$ cat src/sv/hase_pkg.sv
// ----------------------------------------------------------------------------
// hase_pkg
// Types, constants and sector lookup of the Hall angle and speed estimator.
// ----------------------------------------------------------------------------
package hase_pkg;

  localparam int unsigned DataW  = 32;
  localparam int unsigned AngleW = 16;
  localparam int unsigned CodeW  = 3;
  localparam int unsigned CntW   = 5;

  // Configuration register indexes
  localparam logic [1:0] CfgAngleFactor = 2'd0;
  localparam logic [1:0] CfgSpeedFactor = 2'd1;
  localparam logic [1:0] CfgPhaseOffset = 2'd2;

  localparam logic [DataW-1:0] Sat32 = {DataW{1'b1}};

  // Control of one bit-serial divider lane
  typedef struct packed {
    logic load;
    logic step;
  } div_ctrl_t;

  // Sector angles, 65536 units per turn, rounded to nearest
  localparam logic [AngleW-1:0] Sector0 = 16'd0;
  localparam logic [AngleW-1:0] Sector1 = 16'd10923;
  localparam logic [AngleW-1:0] Sector2 = 16'd21845;
  localparam logic [AngleW-1:0] Sector3 = 16'd32768;
  localparam logic [AngleW-1:0] Sector4 = 16'd43691;
  localparam logic [AngleW-1:0] Sector5 = 16'd54613;

  function automatic logic [AngleW-1:0] sector_angle(input logic [CodeW-1:0] code);
    logic [AngleW-1:0] a;
    case (code)
      3'd5:    a = Sector0;
      3'd4:    a = Sector1;
      3'd6:    a = Sector2;
      3'd2:    a = Sector3;
      3'd3:    a = Sector4;
      3'd1:    a = Sector5;
      default: a = Sector0;
    endcase
    return a;
  endfunction

  // Codes with all lines low or all lines high mean no valid sector
  function automatic logic code_is_bad(input logic [CodeW-1:0] code);
    return (code == 3'd0) || (code == 3'd7);
  endfunction

endpackage

$ cat src/sv/hase_div_lane.sv
// ----------------------------------------------------------------------------
// hase_div_lane
// Restoring divider, one quotient bit per cycle while step is asserted; the
// quotient shifts into the numerator register.
// ----------------------------------------------------------------------------
module hase_div_lane import hase_pkg::*; (
  input  logic             clk_i,
  input  div_ctrl_t        ctrl_i,
  input  logic [DataW-1:0] numer_i,
  input  logic [DataW-1:0] divisor_i,
  output logic [DataW-1:0] quot_o
);

  logic [DataW-1:0] num_q, num_d;
  logic [DataW-1:0] rem_q, rem_d;
  logic [DataW:0]   shifted;
  logic [DataW:0]   diff;
  logic             ge;

  always_comb begin
    shifted = {rem_q, num_q[DataW-1]};
    diff    = shifted - {1'b0, divisor_i};
    ge      = (shifted >= {1'b0, divisor_i});
    num_d   = num_q;
    rem_d   = rem_q;
    if (ctrl_i.load) begin
      num_d = numer_i;
      rem_d = '0;
    end else if (ctrl_i.step) begin
      num_d = {num_q[DataW-2:0], ge};
      rem_d = ge ? diff[DataW-1:0] : shifted[DataW-1:0];
    end
  end

  always_ff @(posedge clk_i) begin
    num_q <= num_d;
    rem_q <= rem_d;
  end

  assign quot_o = num_q;

endmodule

$ cat src/sv/hall_angle_speed_estimator_core.sv
// ----------------------------------------------------------------------------
// hall_angle_speed_estimator_core
// Hall edge to rotor angle, angle step and speed, with two bit-serial dividers.
// ----------------------------------------------------------------------------
// Channel  Direction  Handshake                 Payload
// in       input      in_valid_i / in_stall_o   edge_period_i, hall_code_i
// out      output     out_valid_o / out_stall_i rotor_angle_o, angle_step_o,
//                                               rotor_speed_o, bad_code_o,
//                                               zero_period_o
// cfg      input      cfg_we_i                  cfg_idx_i, cfg_data_i
//
// An item passes through accept, 32 divider steps and the load of the
// output register. The divider lanes produce one quotient bit per cycle.
// A new item is accepted while the previous result still waits at the output.
// A stalled output holds the finished item in the divider state until taken.
// Reset clears control state, configuration and the held angle.
// ----------------------------------------------------------------------------
module hall_angle_speed_estimator_core import hase_pkg::*; (
  input  logic              clk_i,
  input  logic              rst_ni,
  input  logic              cfg_we_i,
  input  logic [1:0]        cfg_idx_i,
  input  logic [DataW-1:0]  cfg_data_i,
  input  logic              in_valid_i,
  output logic              in_stall_o,
  input  logic [DataW-1:0]  edge_period_i,
  input  logic [CodeW-1:0]  hall_code_i,
  output logic              out_valid_o,
  input  logic              out_stall_i,
  output logic [AngleW-1:0] rotor_angle_o,
  output logic [DataW-1:0]  angle_step_o,
  output logic [DataW-1:0]  rotor_speed_o,
  output logic              bad_code_o,
  output logic              zero_period_o
);

  typedef enum logic [1:0] {
    ST_IDLE,
    ST_DIV,
    ST_DONE
  } state_e;

  state_e            state_q;
  logic [CntW-1:0]   cnt_q;
  logic [DataW-1:0]  angle_factor_q, speed_factor_q;
  logic [AngleW-1:0] phase_offset_q;
  logic [AngleW-1:0] held_angle_q, held_angle_d;
  logic [DataW-1:0]  divisor_q;
  logic              bad_q, zero_q;
  logic              out_valid_q;
  logic [AngleW-1:0] out_angle_q;
  logic [DataW-1:0]  out_step_q, out_speed_q;
  logic              out_bad_q, out_zero_q;

  logic              accept;
  logic              out_free;
  logic              bad_in;
  div_ctrl_t         div_ctrl;
  logic [DataW-1:0]  step_quot, speed_quot;

  assign accept   = in_valid_i && (state_q == ST_IDLE);
  assign out_free = !out_valid_q || !out_stall_i;
  assign bad_in   = code_is_bad(hall_code_i);

  always_comb begin
    div_ctrl.load = accept;
    div_ctrl.step = (state_q == ST_DIV);
    held_angle_d  = held_angle_q;
    if (accept && !bad_in) begin
      held_angle_d = sector_angle(hall_code_i) + phase_offset_q;
    end
  end

  always_ff @(posedge clk_i or negedge rst_ni) begin
    if (!rst_ni) begin
      angle_factor_q <= '0;
      speed_factor_q <= '0;
      phase_offset_q <= '0;
    end else if (cfg_we_i) begin
      case (cfg_idx_i)
        CfgAngleFactor: angle_factor_q <= cfg_data_i;
        CfgSpeedFactor: speed_factor_q <= cfg_data_i;
        CfgPhaseOffset: phase_offset_q <= cfg_data_i[AngleW-1:0];
        default: ;
      endcase
    end
  end

  always_ff @(posedge clk_i or negedge rst_ni) begin
    if (!rst_ni) begin
      state_q      <= ST_IDLE;
      cnt_q        <= '0;
      held_angle_q <= '0;
      out_valid_q  <= 1'b0;
    end else begin
      held_angle_q <= held_angle_d;
      if (out_valid_q && !out_stall_i) begin
        out_valid_q <= 1'b0;
      end
      case (state_q)
        ST_IDLE: begin
          if (accept) begin
            state_q <= ST_DIV;
            cnt_q   <= '0;
          end
        end
        ST_DIV: begin
          cnt_q <= cnt_q + 1'b1;
          if (cnt_q == CntW'(DataW - 1)) begin
            state_q <= ST_DONE;
          end
        end
        ST_DONE: begin
          // hold until the output register is free
          if (out_free) begin
            out_valid_q <= 1'b1;
            state_q     <= ST_IDLE;
          end
        end
        default: state_q <= ST_IDLE;
      endcase
    end
  end

  always_ff @(posedge clk_i) begin
    if (accept) begin
      divisor_q <= edge_period_i;
      bad_q     <= bad_in;
      zero_q    <= (edge_period_i == '0);
    end
    if ((state_q == ST_DONE) && out_free) begin
      out_angle_q <= held_angle_q;
      out_step_q  <= zero_q ? Sat32 : step_quot;
      out_speed_q <= zero_q ? Sat32 : speed_quot;
      out_bad_q   <= bad_q;
      out_zero_q  <= zero_q;
    end
  end

  hase_div_lane u_step_lane (
    .clk_i     (clk_i),
    .ctrl_i    (div_ctrl),
    .numer_i   (angle_factor_q),
    .divisor_i (divisor_q),
    .quot_o    (step_quot)
  );

  hase_div_lane u_speed_lane (
    .clk_i     (clk_i),
    .ctrl_i    (div_ctrl),
    .numer_i   (speed_factor_q),
    .divisor_i (divisor_q),
    .quot_o    (speed_quot)
  );

  assign in_stall_o    = (state_q != ST_IDLE);
  assign out_valid_o   = out_valid_q;
  assign rotor_angle_o = out_angle_q;
  assign angle_step_o  = out_step_q;
  assign rotor_speed_o = out_speed_q;
  assign bad_code_o    = out_bad_q;
  assign zero_period_o = out_zero_q;

endmodule

$ cat config.mk
export PLATFORM = sky130hd
export DESIGN_NAME = hall_angle_speed_estimator_core
export DESIGN_NICKNAME = d
export VERILOG_FILES = /design/src/sv/hase_pkg.sv /design/src/sv/hase_div_lane.sv /design/src/sv/hall_angle_speed_estimator_core.sv
export SDC_FILE = /design/constraint.sdc
export NUM_CORES = 1
export LEC_CHECK = 0
export BUFFER_PORTS_ARGS = -buffer_cell sky130_fd_sc_hd__buf_2
export CORE_MARGIN = 2
export CORE_UTILIZATION = 45
export DETAILED_ROUTE_END_ITERATION = 12
export PLACE_DENSITY = 0.75
export SYNTH_ARGS = -nofsm -noshare
export SYNTH_HDL_FRONTEND = slang
export SYNTH_SLANG_ARGS = --single-unit
$ cat constraint.sdc
create_clock -name clk_i -period 13.85 [get_ports clk_i]
set_clock_uncertainty 0.15 [all_clocks]
set_input_delay 0 -clock clk_i [delete_from_list [all_inputs] [get_ports clk_i]]
set_output_delay 0 -clock clk_i [all_outputs]
set_load 0.03 [all_outputs]
* Word-level counts from Yosys, hierarchy flattened
Index checks and enable logic that the tools add are counted.
Word-level totals: register bits 348, bits of input ports 74, output and inout bits 84
Cells by class: add/sub/neg operators 4, magnitude comparators 2, equality and inequality tests 14, mux-type cells 17, reductions and logical operators 21
Operators by type and width (number):
- 32-bit two-way mux | 6
- 16-bit one-hot mux with 5 select lines | 1
- 33-bit by 32-bit >= comparator with 1-bit output | 2
- 32-bit subtractor | 2
- 32-bit zero test | 1
- 16-bit adder | 1
- 16-bit two-way mux | 1
- 5-bit one-hot mux with 2 select lines | 1
- 3-bit == test (second input constant) | 3
- 2-bit AND reduction | 4
- 3-bit by 2-bit == test with 1-bit output (second input constant) | 2
- 2-bit two-way mux | 3
- 2-bit one-hot mux with 3 select lines | 1
- 2-bit nonzero test | 3
- 5-bit by 1-bit adder with 5-bit output (second input constant) | 1
- 5-bit == test (second input constant) | 1
- 5-bit two-way mux | 1
- 2-bit by 1-bit == test with 1-bit output (second input constant) | 2
- 2-bit == test (second input constant) | 2
- 1-bit logical AND | 4
- 2-bit zero test | 2
- 2-bit != test (second input constant) | 2
- 3-bit by 1-bit == test with 1-bit output (second input constant) | 1
- 1-bit zero test | 3
- other kinds (5) | 8

* Longest topological paths before layout
depth in word-level cells 6, depth in mapped cells 15, mapped depth without buffers 14

* Hierarchy
Synthesis repeated with hierarchy kept, for this count alone.
Second synthesis, totals: cell total of the unflattened synthesis 1653, area, all modules 18187.4 um2
By module, submodules not included:
- hase_div_lane | times used 2, cells each 533, area an instance 4693.3 um2
- hall_angle_speed_estimator_core | times used 1, cells each 587, area an instance 8800.9 um2

* Worst setup path before layout
No wires, ideal clock.
kind register -> register, start point reg out_valid_q (netlist: out_valid_o), end point reg out_step_q[0] (netlist: angle_step_o[0]) (enable), library setup time 550 ps, arrival time 4536 ps, data required time 13150 ps, path slack 8614 ps, stages on the path, launching flop included 2, buffers on the path 0, period minus slack after synthesis 5236 ps, cell sequence dfrtp_1 -> a21oi_1
On the way: cells in the longest elaborated chain, start to end 3
Ends and longest elaborated chain:
- start, declared | line hall_angle_speed_estimator_core.sv:50 | logic out_valid_q;
- start signal, assigned | line hall_angle_speed_estimator_core.sv:94 | out_valid_q <= 1'b0;
- start signal, assigned | line hall_angle_speed_estimator_core.sv:98 | out_valid_q <= 1'b0;
- start signal, assigned | line hall_angle_speed_estimator_core.sv:116 | out_valid_q <= 1'b1;
- 1-bit zero test | line hall_angle_speed_estimator_core.sv:62 | assign out_free = !out_valid_q || !out_stall_i;
- 1-bit logical OR | line hall_angle_speed_estimator_core.sv:62
- 1-bit logical AND | line hall_angle_speed_estimator_core.sv:131 | if ((state_q == ST_DONE) && out_free) begin
- end signal, assigned | line hall_angle_speed_estimator_core.sv:133 | out_step_q <= zero_q ? Sat32 : step_quot;
- end, declared | line hall_angle_speed_estimator_core.sv:52 | logic [DataW-1:0] out_step_q, out_speed_q;
No other way between the ends. A chain may end at the register's enable or synchronous reset.

* Final worst setup path
start point reg divisor_q[1], end point reg u_step_lane.rem_q[1]
On the way: cells in the longest elaborated chain, start to end 2, elaborated cells on any way between the ends 3
Ends and longest elaborated chain:
- start, declared | line hall_angle_speed_estimator_core.sv:48 | logic [DataW-1:0] divisor_q;
- start signal, assigned | line hall_angle_speed_estimator_core.sv:127 | divisor_q <= edge_period_i;
- 32-bit subtractor / 33-bit by 32-bit >= comparator with 1-bit output (equally long branches) | line hase_div_lane.sv:22, hase_div_lane.sv:23
- 32-bit two-way mux (*) | line hase_div_lane.sv:31 | rem_d = ge ? diff[DataW-1:0] : shifted[DataW-1:0];
- end signal, assigned | line hase_div_lane.sv:37 | rem_q <= rem_d;
- end, declared | line hase_div_lane.sv:15 | logic [DataW-1:0] rem_q, rem_d;
Every way passes the cells marked *; elsewhere a longest branch is shown, timed or not.

==> metrics.md <==
| Metric | Value |
|---|---|
| Largest net degree at the start of global routing | `77` |
| Main synth FF type | `edfxtp_1` |
| First drt pass iteration count | `8` |
| Syn Nets | `1814` |
| Yosys top cell by area | `edfxtp_1` |
| Max IR drop VDD | `101 uV` |
| Hpwl dp | `29.5 mm` |
| Fillers | `3299` |
| Clock Sinks | `348` |
| Placer Congestion | `0.922` |
| Vias in the first global route | `13200` |
| Area growth from synthesis to layout | `18.1%` |
| Data required time at the worst endpoint | `14.07 ns` |
| CTS H-tree depth | `2` |
| Final ANT Viol Nets | `0` |
| Placed cells | `2267` |
| Synth top area cells | `edfxtp_1 (31%), dfrtp_1 (15%), dfxtp_1 (7.3%)` |
| CP top delay family | `compound AO/OA/AOI/OAI gates` |
| DIE WIDTH | `201 um` |
| Power share of the combinational group | `40.5%` |
| Status | `complete, no violations` |
| Antenna violations before repair | `1` |
| First-pass GRT wire length | `69.6 mm` |
| Die height | `201 um` |
| CP peak stage delay | `0.50 ns` |
| WL/cell | `18.2 um` |
| Most used cell, CP | `o21ai_0` |
| Worst Path Class, Setup | `flip-flop to flip-flop` |
| Fin. max-slew vios | `0` |
| Share of cells above drive strength 1 | `21.0%` |
| Port Buf Inserts | `157` |
| Seq/Total Area, Yosys | `53.1%` |
| Max Clock Freq | `292 MHz` |
| LEAKAGE | `0.00872 uW` |
| DRC viols | `0` |
| Sw Ratio | `37.1%` |
| Max stage delay cell, worst path | `o21ba_2` |
| Worst-Margin Slew | `1.18 ns` |
| Rows | `72` |
| Critical path launch point type | `flip-flop` |
| CTS root buffer | `clkbuf_16` |
| Ys async rst share | `29.9%` |
| Yosys cell types | `76` |
| CP endpoint kind | `flip-flop` |
| Storage element area | `9290 um^2` |
| Power per cell area | `215 nW/um^2` |
| Final net count | `2020` |
| Multi-input logic area | `7670 um^2` |
| Avg Inst Size Synth | `10.6 um^2` |
| Clk slew on worst S/H paths | `0.06 ns` |
| Global route overflow | `0` |
| Final WL | `43.8 mm` |
| Synth warnings | `0` |
| Finished Layout Cells | `2410` |
| Clk buf depth | `3` |
| Critical path arrival | `3.65 ns` |
| Final period util | `24.7%` |
| Io pins | `158` |
| PostCTS Resize Cnt | `0` |
| Synthesized area | `17500 um^2` |
| Via count | `13300` |
| Max FO, Critical Path | `35` |
| Cells after synthesis | `1656` |
| Yosys top cell area share | `30.9%` |
| Hold WC Path Type | `input pin to flip-flop` |
| RSZ-0062 raised after global routing | `false` |
| Initial core utilization | `45.4%` |
| Max cap viols | `0` |
| Total Die Area | `40500 um^2` |
| All-Layer GR Usage | `21.3%` |
| Worst skew pair latency | `0.54 ns` |
| CTS tree | `built` |
| Relative slew slack | `21.6%` |
| Seq pwr share | `37.2%` |
| CTS buffer count | `37` |
| NetSw | `1650 uW` |
| Vias per Instance | `5.52` |
| Post-layout min period | `3.43 ns` |
| Post-route setup TNS | `0 ns` |
| Setup violators final | `0` |
| Initial drt markers | `914` |
| FF+latch count, synth | `348` |
| Crit-path cells | `inv_1, ha_1, nor2b_1, o31a_1, o21ai_0, o211ai_1, nand2_1, o21ba_2, buf_4, mux2i_1, o21ai_0` |
| Placeable Area | `38600 um^2` |
| Post-synth EDFFs | `180` |
| Share of total power in the clock network | `22.3%` |
| Final Hold Viols | `0` |
| CP Buf/Inv Count | `2` |
| Cell Int Power | `2800 uW` |
==> Yosys cell counts, types with 5 or more instances <==
library cell / instances
edfxtp_1: 180
a31oi_1: 14
dfrtp_1: 104
o21a_1: 10
nor2_1: 65
inv_1: 60
a22o_1: 11
nor3_1: 23
or2_2: 66
nand2b_1: 10
a32oi_1: 15
a211oi_1: 14
a21oi_1: 65
o21ai_1: 44
o21ai_0: 73
and4_1: 5
o311ai_1: 6
nand2_1: 304
buf_6: 6
o211ai_1: 7
buf_2: 18
nand3_1: 45
a21o_1: 19
xnor2_1: 35
mux2i_1: 20
nor2b_1: 10
mux2_2: 81
o21bai_1: 8
and2_1: 6
nand4_1: 12
dfxtp_1: 64
clkbuf_1: 49
or3_1: 7
and3_1: 12
nor4_1: 10
ha_1: 81
xor2_1: 29
==> worst register-to-register path: stages, from the launching register on <==
cell	delay [ns]
edfxtp_1	0.37
inv_1	0.20
ha_1	0.28
nor2b_1	0.15
o31a_1	0.28
o21ai_0	0.29
o211ai_1	0.15
nand2_1	0.12
o21ba_2	0.50
buf_4	0.45
mux2i_1	0.23
o21ai_0	0.09
==> state kept, by name, summed over array words and instances (netlist names) <==
| signal | count |
|---|---|
| divisor_q | 32 |
| u_speed_lane.rem_q | 32 |
| held_angle_q | 16 |
| out_valid_o | 1 |
| cnt_q | 5 |
| phase_offset_q | 16 |
| bad_code_o | 1 |
| angle_factor_q | 32 |
| u_step_lane.quot_o | 32 |
| state_q | 2 |
| bad_q | 1 |
| angle_step_o | 32 |
| zero_q | 1 |
| u_speed_lane.quot_o | 32 |
| zero_period_o | 1 |
| u_step_lane.rem_q | 32 |
| speed_factor_q | 32 |
| rotor_angle_o | 16 |
| rotor_speed_o | 32 |
==> metal layers <==
metal | routed length, um | vias up | global-route usage (%)
li1 | - | 6324 | -
met1 | 18600 | 6457 | 27.6
met2 | 21300 | 429 | 36.5
met3 | 2490 | 88 | 3.35
met4 | 1390 | 0 | 7.30
met5 | 0 | - | 0
==> kinds of logic after synthesis <==
group | synth area share (%)
fa+ha+maj | 6.13
simple gates | 15.8
flops | 53.1
compound gates | 12.2
xor+xnor | 3.20
mux | 6.36
buf+inv | 3.32
==> what timing repair did <==
item / 4_1_cts / 5_1_grt
hold buffers: 74 / 0
hold endpoints to repair: 187 / 0
buffers inserted: 0 / 0
==> layout by cell type (no fill, tap or decap), drive strengths merged, types with 35 or more instances in the layout <==
master and n:
xnor2 35, o21ai 118, inv 62, a21oi 67
dfrtp 104, mux2 81, buf 170, ha 81
nand3 46, edfxtp 180, clkbuf 50, nor2 66
dfxtp 64, dlygate4sd3 73, or2 67, nand2 306
==> path summary, 6_finish.rpt <==
path | slack (ns) | cells after the start | to | start
hold / removal | 0.05 | 2 | divisor_q[29]$_DFFE_PP_ | edge_period_i[29]
max in group asynchronous | 12.33 | 4 | held_angle_q[11]$_DFFE_PN0P_ | rst_ni
hold reg to reg | 0.29 | 0 | rotor_angle_o[2]$_DFFE_PP_ | held_angle_q[2]$_DFFE_PN0P_
setup / recovery | 10.42 | 11 | u_step_lane.rem_q[1]$_SDFFE_PP0P_ | divisor_q[1]$_DFFE_PP_
setup reg to reg | 10.42 | 11 | u_step_lane.rem_q[1]$_SDFFE_PP0P_ | divisor_q[1]$_DFFE_PP_
min in group asynchronous | 0.35 | 4 | angle_factor_q[17]$_DFFE_PN0P_ | rst_ni
==> area by class of cell <==
type | instances | area share, %
tap | 518 | 3.13
clock inverter | 18 | 0.932
timing repair buffer | 243 | 7.88
multi-input combinational | 1171 | 37.1
inverter | 61 | 1.11
sequential | 348 | 44.9
clock buffer | 50 | 4.91
antenna | 1 | 0.0121
==> power groups by stage <==
stage	registers [uW]	logic [uW]	clock network [uW]
finish	1650	1800	994
CTS	1650	1790	1010
detailed placement	1660	1760	0
global placement	1660	1720	0
global route	1690	2010	1040
floorplan	1590	1430	0
==> per-stage QoR <==
| step | hold slack [ns] | power [uW] | utilization (%) | instance area (um^2) | setup WS, ns |
|---|---|---|---|---|---|
| detailed placement | -0.143 | 3420 | 48.5 | 18700 | 10.44 |
| finish | 0.0457 | 4450 | 53.6 | 20700 | 10.42 |
| global route | 0.0344 | 4740 | 53.6 | 20700 | 10.17 |
| global placement | -0.154 | 3380 | 48.5 | 18700 | 10.47 |
| CTS | 0.0265 | 4440 | 53.6 | 20700 | 10.42 |
| floorplan | -0.446 | 3030 | - | 17500 | 8.61 |
(Power assumes the default switching activity.)
